File: src/sv/lhpc_pkg.sv
// Shared types and constants for the hash-page cache controller.
// No dependencies; every other file imports this package.
package lhpc_pkg;

  // Fixed field widths of the request and response transactions.
  localparam int GS_W       = 2;   // group slot
  localparam int HI_W       = 13;  // digest index within a group
  localparam int BASE_W     = 28;  // flash base register
  localparam int FA_W       = 29;  // fetch address
  localparam int OFF_W      = 12;  // digest byte offset in a page
  localparam int SLOT_OUT_W = 3;   // cache slot as reported
  localparam int SIU_W      = 4;   // slots_in_use register
  localparam int GEN_W      = 4;   // group_enable register

  localparam int GROUP_SLOTS      = 4;
  localparam int PAGE_BYTES       = 512 * 5;
  localparam int DIGEST_BYTES     = 20;
  localparam int DIGESTS_PER_PAGE = PAGE_BYTES / DIGEST_BYTES;  // 128
  localparam int PIDX_W           = HI_W - $clog2(DIGESTS_PER_PAGE);

  // Configuration port
  localparam int CFG_IDX_W  = 3;
  localparam int CFG_DATA_W = BASE_W;

  typedef enum logic [CFG_IDX_W-1:0] {
    REG_GROUP_ENABLE = 3'd0,
    REG_GROUP_BASE_0 = 3'd1,
    REG_GROUP_BASE_1 = 3'd2,
    REG_GROUP_BASE_2 = 3'd3,
    REG_GROUP_BASE_3 = 3'd4,
    REG_SLOTS_IN_USE = 3'd5
  } cfg_reg_e;

  typedef struct packed {
    logic [GEN_W-1:0]                    group_enable;
    logic [GROUP_SLOTS-1:0][BASE_W-1:0]  group_base;
    logic [SIU_W-1:0]                    slots_in_use;
  } cfg_t;

  typedef enum logic {
    ST_IDLE   = 1'b0,
    ST_LOOKUP = 1'b1
  } ctrl_state_e;

  typedef struct packed {
    logic accept;  // latch request, start map read
    logic commit;  // update cache state, load response register
  } ctrl_cmd_t;

  typedef struct packed {
    logic rsp_valid;  // response register occupied
  } dp_status_t;

endpackage

File: src/sv/lhpc_if.sv
// Request and response channel interfaces of the hash-page cache controller.
// Depends on lhpc_pkg for field widths.
interface lhpc_req_if;
  import lhpc_pkg::*;
  logic              valid;
  logic              ready;
  logic [GS_W-1:0]   group_slot;
  logic [HI_W-1:0]   hash_index;

  modport source (output valid, group_slot, hash_index, input ready);
  modport sink   (input valid, group_slot, hash_index, output ready);
endinterface

interface lhpc_rsp_if;
  import lhpc_pkg::*;
  logic                  valid;
  logic                  ready;
  logic                  found;
  logic                  hit;
  logic                  evicted;
  logic [SLOT_OUT_W-1:0] cache_slot;
  logic [FA_W-1:0]       fetch_address;
  logic [OFF_W-1:0]      hash_byte_offset;

  modport source (output valid, found, hit, evicted, cache_slot, fetch_address,
                  hash_byte_offset, input ready);
  modport sink   (input valid, found, hit, evicted, cache_slot, fetch_address,
                  hash_byte_offset, output ready);
endinterface

File: src/sv/lhpc_cfg_regs.sv
// Configuration register bank: enable mask, group bases, slots_in_use.
// Depends on lhpc_pkg.
module lhpc_cfg_regs (
  input  logic                          clk_i,
  input  logic                          rst_ni,
  input  logic                          cfg_we_i,
  input  logic [lhpc_pkg::CFG_IDX_W-1:0]  cfg_idx_i,
  input  logic [lhpc_pkg::CFG_DATA_W-1:0] cfg_wdata_i,
  output lhpc_pkg::cfg_t                cfg_o
);
  import lhpc_pkg::*;

  cfg_t cfg_q, cfg_d;

  always_comb begin
    cfg_d = cfg_q;
    if (cfg_we_i) begin
      unique case (cfg_reg_e'(cfg_idx_i))
        REG_GROUP_ENABLE: cfg_d.group_enable  = cfg_wdata_i[GEN_W-1:0];
        REG_GROUP_BASE_0: cfg_d.group_base[0] = cfg_wdata_i[BASE_W-1:0];
        REG_GROUP_BASE_1: cfg_d.group_base[1] = cfg_wdata_i[BASE_W-1:0];
        REG_GROUP_BASE_2: cfg_d.group_base[2] = cfg_wdata_i[BASE_W-1:0];
        REG_GROUP_BASE_3: cfg_d.group_base[3] = cfg_wdata_i[BASE_W-1:0];
        REG_SLOTS_IN_USE: cfg_d.slots_in_use  = cfg_wdata_i[SIU_W-1:0];
        default: ;  // unmapped index: ignored
      endcase
    end
  end

  always_ff @(posedge clk_i or negedge rst_ni) begin
    if (!rst_ni) begin
      cfg_q.group_enable <= '0;
      cfg_q.group_base   <= '0;
      cfg_q.slots_in_use <= SIU_W'(8);
    end else begin
      cfg_q <= cfg_d;
    end
  end

  assign cfg_o = cfg_q;

endmodule

File: src/sv/lhpc_ctrl.sv
// Sequencing FSM: accept a request, then commit once the response slot frees.
// Depends on lhpc_pkg.
module lhpc_ctrl (
  input  logic                  clk_i,
  input  logic                  rst_ni,
  input  logic                  req_valid_i,
  output logic                  req_ready_o,
  input  logic                  rsp_ready_i,
  input  lhpc_pkg::dp_status_t  status_i,
  output lhpc_pkg::ctrl_cmd_t   cmd_o
);
  import lhpc_pkg::*;

  ctrl_state_e state_q, state_d;
  logic        rsp_free;

  assign rsp_free = !status_i.rsp_valid || rsp_ready_i;

  always_comb begin
    state_d = state_q;
    unique case (state_q)
      ST_IDLE:   if (req_valid_i) state_d = ST_LOOKUP;
      ST_LOOKUP: if (rsp_free)    state_d = ST_IDLE;
      default:   state_d = ST_IDLE;
    endcase
  end

  always_comb begin
    req_ready_o   = 1'b0;
    cmd_o.accept  = 1'b0;
    cmd_o.commit  = 1'b0;
    unique case (state_q)
      ST_IDLE: begin
        req_ready_o  = 1'b1;
        cmd_o.accept = req_valid_i;
      end
      ST_LOOKUP: cmd_o.commit = rsp_free;
      default: ;
    endcase
  end

  always_ff @(posedge clk_i or negedge rst_ni) begin
    if (!rst_ni) begin
      state_q <= ST_IDLE;
    end else begin
      state_q <= state_d;
    end
  end

endmodule

File: src/sv/lhpc_dp.sv
// Datapath: request registers, page table (valid flops + slot memory),
// LRU ranks, slot owners and the response register. Depends on lhpc_pkg.
module lhpc_dp #(
  parameter int CACHE_SLOTS     = 8,
  parameter int PAGES_PER_GROUP = 64
) (
  input  logic                           clk_i,
  input  logic                           rst_ni,
  input  lhpc_pkg::cfg_t                 cfg_i,
  input  lhpc_pkg::ctrl_cmd_t            cmd_i,
  output lhpc_pkg::dp_status_t           status_o,
  input  logic [lhpc_pkg::GS_W-1:0]      req_group_slot_i,
  input  logic [lhpc_pkg::HI_W-1:0]      req_hash_index_i,
  input  logic                           rsp_ready_i,
  output logic                           rsp_valid_o,
  output logic                           rsp_found_o,
  output logic                           rsp_hit_o,
  output logic                           rsp_evicted_o,
  output logic [lhpc_pkg::SLOT_OUT_W-1:0] rsp_cache_slot_o,
  output logic [lhpc_pkg::FA_W-1:0]      rsp_fetch_address_o,
  output logic [lhpc_pkg::OFF_W-1:0]     rsp_hash_byte_offset_o
);
  import lhpc_pkg::*;

  localparam int SLOT_W    = (CACHE_SLOTS > 1) ? $clog2(CACHE_SLOTS) : 1;
  localparam int CNT_W     = $clog2(CACHE_SLOTS + 1);
  localparam int LIM_W     = (CNT_W > SIU_W) ? CNT_W : SIU_W;
  localparam int MAP_DEPTH = GROUP_SLOTS * PAGES_PER_GROUP;
  localparam int MAP_AW    = $clog2(MAP_DEPTH);
  localparam int PG_W      = (PAGES_PER_GROUP > 1) ? $clog2(PAGES_PER_GROUP) : 1;

  // Request decode (accept cycle)
  logic [PIDX_W-1:0] in_pidx;
  logic [OFF_W-1:0]  in_off;
  logic [MAP_AW-1:0] in_entry;
  logic              in_ok;

  assign in_pidx  = PIDX_W'(req_hash_index_i / DIGESTS_PER_PAGE);
  assign in_off   = OFF_W'(OFF_W'(req_hash_index_i % DIGESTS_PER_PAGE)
                    * OFF_W'(DIGEST_BYTES));
  assign in_entry = MAP_AW'(req_group_slot_i) * MAP_AW'(PAGES_PER_GROUP)
                    + MAP_AW'(in_pidx);
  assign in_ok    = cfg_i.group_enable[req_group_slot_i]
                    && (32'(in_pidx) < 32'(PAGES_PER_GROUP));

  // Latched request
  logic [GS_W-1:0]   grp_q;
  logic [PIDX_W-1:0] pidx_q;
  logic [OFF_W-1:0]  off_q;
  logic [MAP_AW-1:0] entry_q;
  logic              ok_q;
  logic [FA_W-1:0]   page_off_q;

  always_ff @(posedge clk_i) begin
    if (cmd_i.accept) begin
      grp_q      <= req_group_slot_i;
      pidx_q     <= in_pidx;
      off_q      <= in_off;
      entry_q    <= in_entry;
      ok_q       <= in_ok;
      page_off_q <= FA_W'(in_pidx) * FA_W'(PAGE_BYTES);
    end
  end

  // Page table: valid flops cleared at reset, slot numbers in a memory
  logic [MAP_DEPTH-1:0] map_valid_q;
  logic [SLOT_W-1:0]    map_mem [MAP_DEPTH];
  logic [SLOT_W-1:0]    map_rd_q;
  logic [MAP_AW-1:0]    map_rd_addr;

  // Read the new entry on accept; while waiting, keep rereading the latched one.
  assign map_rd_addr = cmd_i.accept ? in_entry : entry_q;

  // LRU state
  logic [SLOT_W-1:0] rank_q [CACHE_SLOTS];
  logic [CNT_W-1:0]  taken_q;
  logic [GS_W-1:0]   own_grp_q [CACHE_SLOTS];
  logic [PG_W-1:0]   own_pg_q  [CACHE_SLOTS];

  // Lookup result (commit cycle)
  logic                   hit;
  logic                   take_free;
  logic                   evict;
  logic                   upd;
  logic [LIM_W-1:0]       lim_raw, lim;
  logic [CACHE_SLOTS-1:0] in_use;
  logic [CACHE_SLOTS-1:0] is_lru;
  logic [CACHE_SLOTS-1:0] inc;
  logic [SLOT_W-1:0]      victim;
  logic [SLOT_W-1:0]      slot_sel;
  logic [SLOT_W-1:0]      sel_rank;
  logic [MAP_AW-1:0]      old_entry;

  assign hit = map_valid_q[entry_q];

  always_comb begin
    lim_raw = (cfg_i.slots_in_use == '0) ? LIM_W'(1) : LIM_W'(cfg_i.slots_in_use);
    lim     = (lim_raw > LIM_W'(CACHE_SLOTS)) ? LIM_W'(CACHE_SLOTS) : lim_raw;
  end

  assign take_free = !hit && (LIM_W'(taken_q) < lim);
  assign evict     = !hit && !take_free;
  assign upd       = cmd_i.commit && ok_q;

  // Ranks of taken slots are a permutation of 0..taken-1, so the LRU slot
  // is the single one holding rank taken-1.
  always_comb begin
    victim = '0;
    for (int i = 0; i < CACHE_SLOTS; i++) begin
      in_use[i] = CNT_W'(i) < taken_q;
      is_lru[i] = in_use[i] && (rank_q[i] == SLOT_W'(taken_q - CNT_W'(1)));
      if (is_lru[i]) victim = victim | SLOT_W'(i);
    end
  end

  always_comb begin
    if (hit)            slot_sel = map_rd_q;
    else if (take_free) slot_sel = SLOT_W'(taken_q);
    else                slot_sel = victim;
  end

  assign sel_rank  = rank_q[slot_sel];
  assign old_entry = MAP_AW'(own_grp_q[victim]) * MAP_AW'(PAGES_PER_GROUP)
                     + MAP_AW'(own_pg_q[victim]);

  // Taking a free slot ages every taken slot; otherwise only younger ones age.
  always_comb begin
    for (int i = 0; i < CACHE_SLOTS; i++) begin
      inc[i] = in_use[i] && (take_free || (rank_q[i] < sel_rank));
    end
  end

  always_ff @(posedge clk_i) begin
    map_rd_q <= map_mem[map_rd_addr];
    if (upd && !hit) begin
      map_mem[entry_q]    <= slot_sel;
      own_grp_q[slot_sel] <= grp_q;
      own_pg_q[slot_sel]  <= PG_W'(pidx_q);
    end
  end

  always_ff @(posedge clk_i or negedge rst_ni) begin
    if (!rst_ni) begin
      map_valid_q <= '0;
      taken_q     <= '0;
      for (int i = 0; i < CACHE_SLOTS; i++) rank_q[i] <= '0;
    end else if (upd) begin
      if (!hit) begin
        if (evict) map_valid_q[old_entry] <= 1'b0;
        map_valid_q[entry_q] <= 1'b1;
      end
      if (take_free) taken_q <= taken_q + CNT_W'(1);
      for (int i = 0; i < CACHE_SLOTS; i++) begin
        if (inc[i]) rank_q[i] <= rank_q[i] + SLOT_W'(1);
      end
      rank_q[slot_sel] <= '0;
    end
  end

  // Response register
  logic rsp_valid_q;

  always_ff @(posedge clk_i or negedge rst_ni) begin
    if (!rst_ni) begin
      rsp_valid_q <= 1'b0;
    end else begin
      rsp_valid_q <= cmd_i.commit || (rsp_valid_q && !rsp_ready_i);
    end
  end

  always_ff @(posedge clk_i) begin
    if (cmd_i.commit) begin
      rsp_found_o            <= ok_q;
      rsp_hit_o              <= ok_q && hit;
      rsp_evicted_o          <= ok_q && evict;
      rsp_cache_slot_o       <= ok_q ? SLOT_OUT_W'(slot_sel) : '0;
      rsp_fetch_address_o    <= (ok_q && !hit)
                                ? FA_W'(cfg_i.group_base[grp_q]) + page_off_q : '0;
      rsp_hash_byte_offset_o <= ok_q ? off_q : '0;
    end
  end

  assign rsp_valid_o        = rsp_valid_q;
  assign status_o.rsp_valid = rsp_valid_q;

  // Checks
  a_taken_bound: assert property (@(posedge clk_i) disable iff (!rst_ni)
    taken_q <= CNT_W'(CACHE_SLOTS))
    else $error("slot count beyond cache size");

  a_single_victim: assert property (@(posedge clk_i) disable iff (!rst_ni)
    upd && evict |-> $onehot(is_lru))
    else $error("LRU ranks do not name a single victim");

  a_miss_maps: assert property (@(posedge clk_i) disable iff (!rst_ni)
    upd && !hit |=> map_valid_q[$past(entry_q)])
    else $error("missed page not mapped after commit");

  a_newest_rank: assert property (@(posedge clk_i) disable iff (!rst_ni)
    upd |=> rank_q[$past(slot_sel)] == '0)
    else $error("used slot not most recently used");

endmodule

File: src/sv/lru_hash_page_cache_controller.sv
// Top level of the hash-page cache controller.
// Depends on lhpc_pkg, lhpc_if, lhpc_cfg_regs, lhpc_ctrl and lhpc_dp.
//
// Fully associative LRU cache controller for pages of hash digests (2560-byte
// pages of 128 digests of 20 bytes). Each request transaction names a group
// slot and a digest index; the response transaction tells whether the group is
// enabled and the page lies within it (found), whether the page was already
// cached (hit), which cache slot holds it, the byte offset of the digest inside
// the slot and, on a miss, the flash address of the page to load. Misses fill
// free slots until slots_in_use slots are taken (zero counts as one, values
// above the cache size saturate); after that they evict the least recently
// used slot, set evicted and unmap the old page. Requests to disabled groups
// return all-zero fields and leave the cache untouched. ST_IDLE accepts a
// request and reads the page-table slot memory (registered read port);
// ST_LOOKUP updates ranks and table and loads the response register before
// the next one is accepted. A finished response waits in its own register, so
// the controller only stalls when a second response is ready while the first
// is still not taken. Page table valid bits live in flops and clear at reset;
// there is no clearing pass. Configuration writes are expected only while idle.
module lru_hash_page_cache_controller #(
  parameter int CACHE_SLOTS     = 8,
  parameter int PAGES_PER_GROUP = 64
) (
  input  logic                            clk_i,
  input  logic                            rst_ni,
  input  logic                            cfg_we_i,
  input  logic [lhpc_pkg::CFG_IDX_W-1:0]  cfg_idx_i,
  input  logic [lhpc_pkg::CFG_DATA_W-1:0] cfg_wdata_i,
  lhpc_req_if.sink                        req_i,
  lhpc_rsp_if.source                      rsp_o
);
  import lhpc_pkg::*;

  cfg_t       cfg;
  ctrl_cmd_t  cmd;
  dp_status_t status;

  // Configuration registers
  lhpc_cfg_regs u_cfg (
    .clk_i       (clk_i),
    .rst_ni      (rst_ni),
    .cfg_we_i    (cfg_we_i),
    .cfg_idx_i   (cfg_idx_i),
    .cfg_wdata_i (cfg_wdata_i),
    .cfg_o       (cfg)
  );

  // Two-state sequencer: accept, then commit when the response slot is free
  lhpc_ctrl u_ctrl (
    .clk_i       (clk_i),
    .rst_ni      (rst_ni),
    .req_valid_i (req_i.valid),
    .req_ready_o (req_i.ready),
    .rsp_ready_i (rsp_o.ready),
    .status_i    (status),
    .cmd_o       (cmd)
  );

  // Page table, LRU bookkeeping and response register
  lhpc_dp #(
    .CACHE_SLOTS     (CACHE_SLOTS),
    .PAGES_PER_GROUP (PAGES_PER_GROUP)
  ) u_dp (
    .clk_i                  (clk_i),
    .rst_ni                 (rst_ni),
    .cfg_i                  (cfg),
    .cmd_i                  (cmd),
    .status_o               (status),
    .req_group_slot_i       (req_i.group_slot),
    .req_hash_index_i       (req_i.hash_index),
    .rsp_ready_i            (rsp_o.ready),
    .rsp_valid_o            (rsp_o.valid),
    .rsp_found_o            (rsp_o.found),
    .rsp_hit_o              (rsp_o.hit),
    .rsp_evicted_o          (rsp_o.evicted),
    .rsp_cache_slot_o       (rsp_o.cache_slot),
    .rsp_fetch_address_o    (rsp_o.fetch_address),
    .rsp_hash_byte_offset_o (rsp_o.hash_byte_offset)
  );

endmodule
File: src/flat_wrapper.sv
// flat-port wrapper written by rule: the top's interface ports become plain ports
module lru_hash_page_cache_controller_flat import lhpc_pkg::*;
#(
  parameter int CACHE_SLOTS     = 8,
  parameter int PAGES_PER_GROUP = 64
)
  (clk_i, rst_ni, cfg_we_i, cfg_idx_i, cfg_wdata_i, req_i_valid, req_i_group_slot, req_i_hash_index, req_i_ready, rsp_o_valid, rsp_o_found, rsp_o_hit, rsp_o_evicted, rsp_o_cache_slot, rsp_o_fetch_address, rsp_o_hash_byte_offset, rsp_o_ready);
  lhpc_req_if req_i_i ();
  lhpc_rsp_if rsp_o_i ();
  input  logic clk_i;
  input  logic rst_ni;
  input  logic cfg_we_i;
  input  logic [lhpc_pkg::CFG_IDX_W-1:0] cfg_idx_i;
  input  logic [lhpc_pkg::CFG_DATA_W-1:0] cfg_wdata_i;
  input wire logic [$bits(req_i_i.valid)-1:0] req_i_valid;
  input wire logic [$bits(req_i_i.group_slot)-1:0] req_i_group_slot;
  input wire logic [$bits(req_i_i.hash_index)-1:0] req_i_hash_index;
  output wire logic [$bits(req_i_i.ready)-1:0] req_i_ready;
  output wire logic [$bits(rsp_o_i.valid)-1:0] rsp_o_valid;
  output wire logic [$bits(rsp_o_i.found)-1:0] rsp_o_found;
  output wire logic [$bits(rsp_o_i.hit)-1:0] rsp_o_hit;
  output wire logic [$bits(rsp_o_i.evicted)-1:0] rsp_o_evicted;
  output wire logic [$bits(rsp_o_i.cache_slot)-1:0] rsp_o_cache_slot;
  output wire logic [$bits(rsp_o_i.fetch_address)-1:0] rsp_o_fetch_address;
  output wire logic [$bits(rsp_o_i.hash_byte_offset)-1:0] rsp_o_hash_byte_offset;
  input wire logic [$bits(rsp_o_i.ready)-1:0] rsp_o_ready;
  assign req_i_i.valid = req_i_valid;
  assign req_i_i.group_slot = req_i_group_slot;
  assign req_i_i.hash_index = req_i_hash_index;
  assign req_i_ready = req_i_i.ready;
  assign rsp_o_valid = rsp_o_i.valid;
  assign rsp_o_found = rsp_o_i.found;
  assign rsp_o_hit = rsp_o_i.hit;
  assign rsp_o_evicted = rsp_o_i.evicted;
  assign rsp_o_cache_slot = rsp_o_i.cache_slot;
  assign rsp_o_fetch_address = rsp_o_i.fetch_address;
  assign rsp_o_hash_byte_offset = rsp_o_i.hash_byte_offset;
  assign rsp_o_i.ready = rsp_o_ready;
  lru_hash_page_cache_controller #(.CACHE_SLOTS(CACHE_SLOTS), .PAGES_PER_GROUP(PAGES_PER_GROUP)) u_core (.clk_i(clk_i), .rst_ni(rst_ni), .cfg_we_i(cfg_we_i), .cfg_idx_i(cfg_idx_i), .cfg_wdata_i(cfg_wdata_i), .req_i(req_i_i), .rsp_o(rsp_o_i));
endmodule
File: config.mk
export PLATFORM = sky130hd
export DESIGN_NAME = lru_hash_page_cache_controller_flat
export DESIGN_NICKNAME = d
export VERILOG_FILES = /design/src/sv/lhpc_pkg.sv /design/src/sv/lhpc_if.sv /design/src/sv/lhpc_cfg_regs.sv /design/src/sv/lhpc_ctrl.sv /design/src/sv/lhpc_dp.sv /design/src/sv/lru_hash_page_cache_controller.sv /design/src/flat_wrapper.sv
export SDC_FILE = /design/constraint.sdc
export NUM_CORES = 2
export LEC_CHECK = 0
export ABC_AREA = 1
export BUFFER_PORTS_ARGS = -buffer_cell sky130_fd_sc_hd__buf_2
export CAP_MARGIN = 40
export CORE_MARGIN = 2
export CORE_UTILIZATION = 55
export CTS_CLUSTER_DIAMETER = 30
export DETAILED_ROUTE_END_ITERATION = 6
export HOLD_SLACK_MARGIN = 0.02
export PLACE_DENSITY = 0.71
export SLEW_MARGIN = 5
export SYNTH_ARGS = -nofsm -noshare
export SYNTH_HDL_FRONTEND = slang
export SYNTH_SLANG_ARGS = --single-unit
File: constraint.sdc
create_clock -name clk_i -period 13.5 [get_ports clk_i]
set_input_delay 2.025 -clock clk_i [delete_from_list [all_inputs] [get_ports clk_i]]
set_output_delay 2.025 -clock clk_i [all_outputs]
set_load 0.1 [all_outputs]
==> impl_metrics.csv <==
group,metric,value,unit
status,status,"finished with violations",
status,violations,"design-rule violations",
yosys,synthTopCellsByCount,"1,087 x o21ai_0, 1,031 x nand2_1, 951 x nor2_1",
timing,slew_headroom,30.3,%
timing,rsz0062_at_grt,"no",
power_and_ir_drop,intPower,0.0108,W
floorplanning,die_w,329,microns
critical_path,regToRegStartpoint,"u_core.u_dp.entry_q[0]$_DFF_P_",
finish,fillers,7912,
floorplanning,ios,100,
global_route,grt_usage,30.9,%
timing,fin_setup_tns,0,ns
yosys,ys.flop_type,"edfxtp_1",
placement,gp_congestion,0.950,
global_route,use_met1,42.6,%
finish,finalNonFillerCells,7395,
clocking,cts_setup_buffers,0,
power_and_ir_drop,p_sw_share,38.1,%
yosys,yosysMostFrequentCell,"o21ai_0",
clocking,cts_sinks,1320,
drt,wl_per_cell,22.6,microns
timing,timing.fmax,133,MHz
yosys,ys_warn_count,0,
job,cap_viol_max_count,0,
critical_path,crit_type,"reg -> reg",
yosys,yosysSeqAreaShare,64.7,%
critical_path,crit_top_cell,"nand2_1",
drt,vias,45400,
critical_path,cp-end-kind,"flop",
floorplanning,core,105000,sq um
placement,placed_cells,6950,
yosys,synth_area,58000,sq um
drt,drtIter0Drc,6007,
clocking,insertion_delay,0.81,ns
power_and_ir_drop,share_comb_of_total_power,31.9,%
critical_path,required,14.16,ns
power_and_ir_drop,p_seq_share,34.3,%
finish,areaGrowthSynthToFinish,17.3,%
power_and_ir_drop,leakage,26.2,nW
timing,hold_ws,0.479,ns
clocking,cts_made_buffers,236,
floorplanning,rows,119,
clocking,htree_levels,4,
critical_path,critPathMaxStageDelay,0.88,ns
finish,drive_above_1_share,11.6,%
power_and_ir_drop,irDropWorstVdd,359,uV
yosys,synth_top_area_share,46.8,%
drt,ant_nets,0,
yosys,ys_ff_latch,1320,
yosys,synthTopCellsByArea,"edfxtp_1 47%, dfrtp_1 17%, o21ai_0 9.4%",
global_route,grt_pass1_vias,44000,
timing,finClkSkew,0.0505,ns
finish,nets,5899,
critical_path,r2r-end,"u_core.u_dp.rank_q[17]$_DFFE_PN0P_",
critical_path,rrSetupSlack,5.96,ns
yosys,synthCells,5766,
critical_path,crit_end,"u_core.u_dp.rank_q[17]$_DFFE_PN0P_",
clocking,cts.reportedPaths.clkPinSlew,0.05,ns
global_route,grt-ovfl-total,0,
critical_path,worst-path-buf-inv,4,
power_and_ir_drop,p_switching,0.00666,W
clocking,cts.path.max_buffers,3,
timing,worst_slew_pin_slew,1.04,ns
timing,slew_violations,0,
yosys,synth.distinct_cells,54,
global_route,gr-usage-met3,6.73,%
critical_path,worst_ep_arrival_time,8.20,ns
yosys,avgSynthCellArea,10.1,sq um
placement,io_buffers,97,
placement,hpwl,97100,microns
global_route,grt_max_degree,211,
timing,finalHoldViolCount,0,
clocking,cts_tree,"built",
timing,fin_ws,5.96,ns
clocking,clockRootBuffer,"clkbuf_16",
global_route,antenna_found_initial,4,
power_and_ir_drop,power_density,257,nW/um^2
yosys,async_flop_share,30.8,%
yosys,synth_top_area_cell,"edfxtp_1",
global_route,top_usage_layer,"met2",
drt,drcViolationCount,5,
global_route,grt_use_met2,47.2,%
floorplanning,die_area,108000,sq um
timing,fin_crit,7.54,ns
timing,fin_crit_sh,55.8,%
critical_path,worst-path-stages,31,
drt,via_per_inst,6.13,
power_and_ir_drop,power.clock.fraction,33.7,%
clocking,ctsResizeCount,0,
drt,drtPass1Iterations,7,
min_path,hold_path.class,"reg -> reg",
floorplanning,die_h,329,microns
critical_path,startpoint_type,"flop",
timing,setup_viol,0,
power_and_ir_drop,total_power,0.0175,W
floorplanning,initial_utilization,55.3,%
critical_path,path_delay_family,"simple AND/OR/NAND/NOR gates",
global_route,grt_pass1_wl,257000,microns
clocking,holdBufCountCts,0,
critical_path,worstPathMaxFanout,104,
placement,place_ws,6.16,ns
critical_path,r2r.worst_path.cells,31,
drt,routed_wl,167000,microns
yosys,synth_edf_count,903,
critical_path,critPathLaunch,"u_core.u_dp.entry_q[0]$_DFF_P_",
critical_path,critPathSlowestCell,"dfxtp_4",
-- how the worst min path moves through the flow --
| stage | from | endpoint | slack [ns] | cells past startpoint |
|---|---|---|---|---|
| 2_1_floorplan | u_core.u_cfg.cfg_o[118]$_DFFE_PN0P_ | u_core.u_cfg.cfg_o[118]$_DFFE_PN0P_ | 0.45 | 2 |
| 3_3_place_gp | u_core.u_cfg.cfg_o[44]$_DFFE_PN0P_ | u_core.u_cfg.cfg_o[44]$_DFFE_PN0P_ | 0.46 | 2 |
| 3_5_place_dp | u_core.u_cfg.cfg_o[44]$_DFFE_PN0P_ | u_core.u_cfg.cfg_o[44]$_DFFE_PN0P_ | 0.47 | 2 |
| 4_1_cts | u_core.u_cfg.cfg_o[44]$_DFFE_PN0P_ | u_core.u_cfg.cfg_o[44]$_DFFE_PN0P_ | 0.48 | 2 |
| 5_1_grt | u_core.u_cfg.cfg_o[28]$_DFFE_PN0P_ | u_core.u_cfg.cfg_o[28]$_DFFE_PN0P_ | 0.50 | 2 |
| 6_report | u_core.u_cfg.cfg_o[76]$_DFFE_PN0P_ | u_core.u_cfg.cfg_o[76]$_DFFE_PN0P_ | 0.48 | 2 |
-- final cells by class --
cell class / instances / area, sq um / area share [%]
antenna: 1 / 2.50 / 0.00368
clock buffer: 264 / 6190 / 9.09
clock inverter: 180 / 1920 / 2.82
inverter: 190 / 731 / 1.07
multi-input combinational: 3846 / 18200 / 26.8
sequential: 1320 / 37500 / 55.1
tap: 1391 / 1740 / 2.56
timing repair buffer: 203 / 1720 / 2.52
-- worst min-delay path, stage by stage, from the launching register on --
cell,delay [ns]
dfrtp_1,0.34
nand2_1,0.05
o21ai_0,0.05
-- layer usage --
metal | up-vias | wire length (microns)
li1 | 20200 | -
met1 | 22100 | 66000
met2 | 2558 | 76200
met3 | 486 | 17700
met4 | 2 | 7520
met5 | - | 12
-- cell usage in the layout, fill, tap and decap left out, types with 21 or more instances in the layout --
master,netlist,final
o21ai_0,1087,1084
nand2_1,1031,1013
nor2_1,951,945
edfxtp_1,903,903
dfrtp_1,405,405
clkbuf_16,0,240
o22ai_1,221,221
inv_1,175,170
o21ai_1,116,114
nand3_1,115,111
buf_2,32,96
buf_4,7,76
a21oi_1,59,59
o221ai_1,48,48
ha_1,48,48
clkinv_2,0,35
inv_6,0,35
clkinvlp_4,0,35
nand2_2,13,31
nand4_1,30,30
xor2_1,26,26
clkinv_4,0,26
bufinv_16,0,23
clkinv_1,7,21
-- kinds of logic after synthesis --
logic type | share of synthesized area [%]
AOI/OAI and AO/OA | 14.7
xor gates and xnor gates | 0.574
adders and majority gates | 1.14
buffers and inverters | 4.16
DFF | 64.7
other | 0.00647
and+or+nand+nor | 14.8
-- power by group through the flow --
stage / sequential (W) / clock (W) / combinational, W
global placement: 0.00609 / 0 / 0.00510
floorplan: 0.00636 / 0 / 0.00311
CTS: 0.00600 / 0.00594 / 0.00548
detailed placement: 0.00607 / 0 / 0.00544
global route: 0.00603 / 0.00613 / 0.00604
finish: 0.00601 / 0.00590 / 0.00559
-- flip-flops by register name (all words and copies together), names as in the netlist, 16 cells and up --
name,flops
u_core.u_dp.map_mem,768
u_core.u_dp.map_valid_q,256
u_core.u_cfg.cfg_o,120
u_core.u_dp.own_pg_q,48
u_core.u_dp.rsp_fetch_address_o,29
u_core.u_dp.rank_q,24
u_core.u_dp.own_grp_q,16
-- per-stage QoR --
stage	area, sq um	util, %
floorplan	58000	-
global placement	59300	56.5
detailed placement	59900	57.1
CTS	68000	64.8
global route	68000	64.8
finish	68000	64.8
Power figures use the tool's default switching activity.
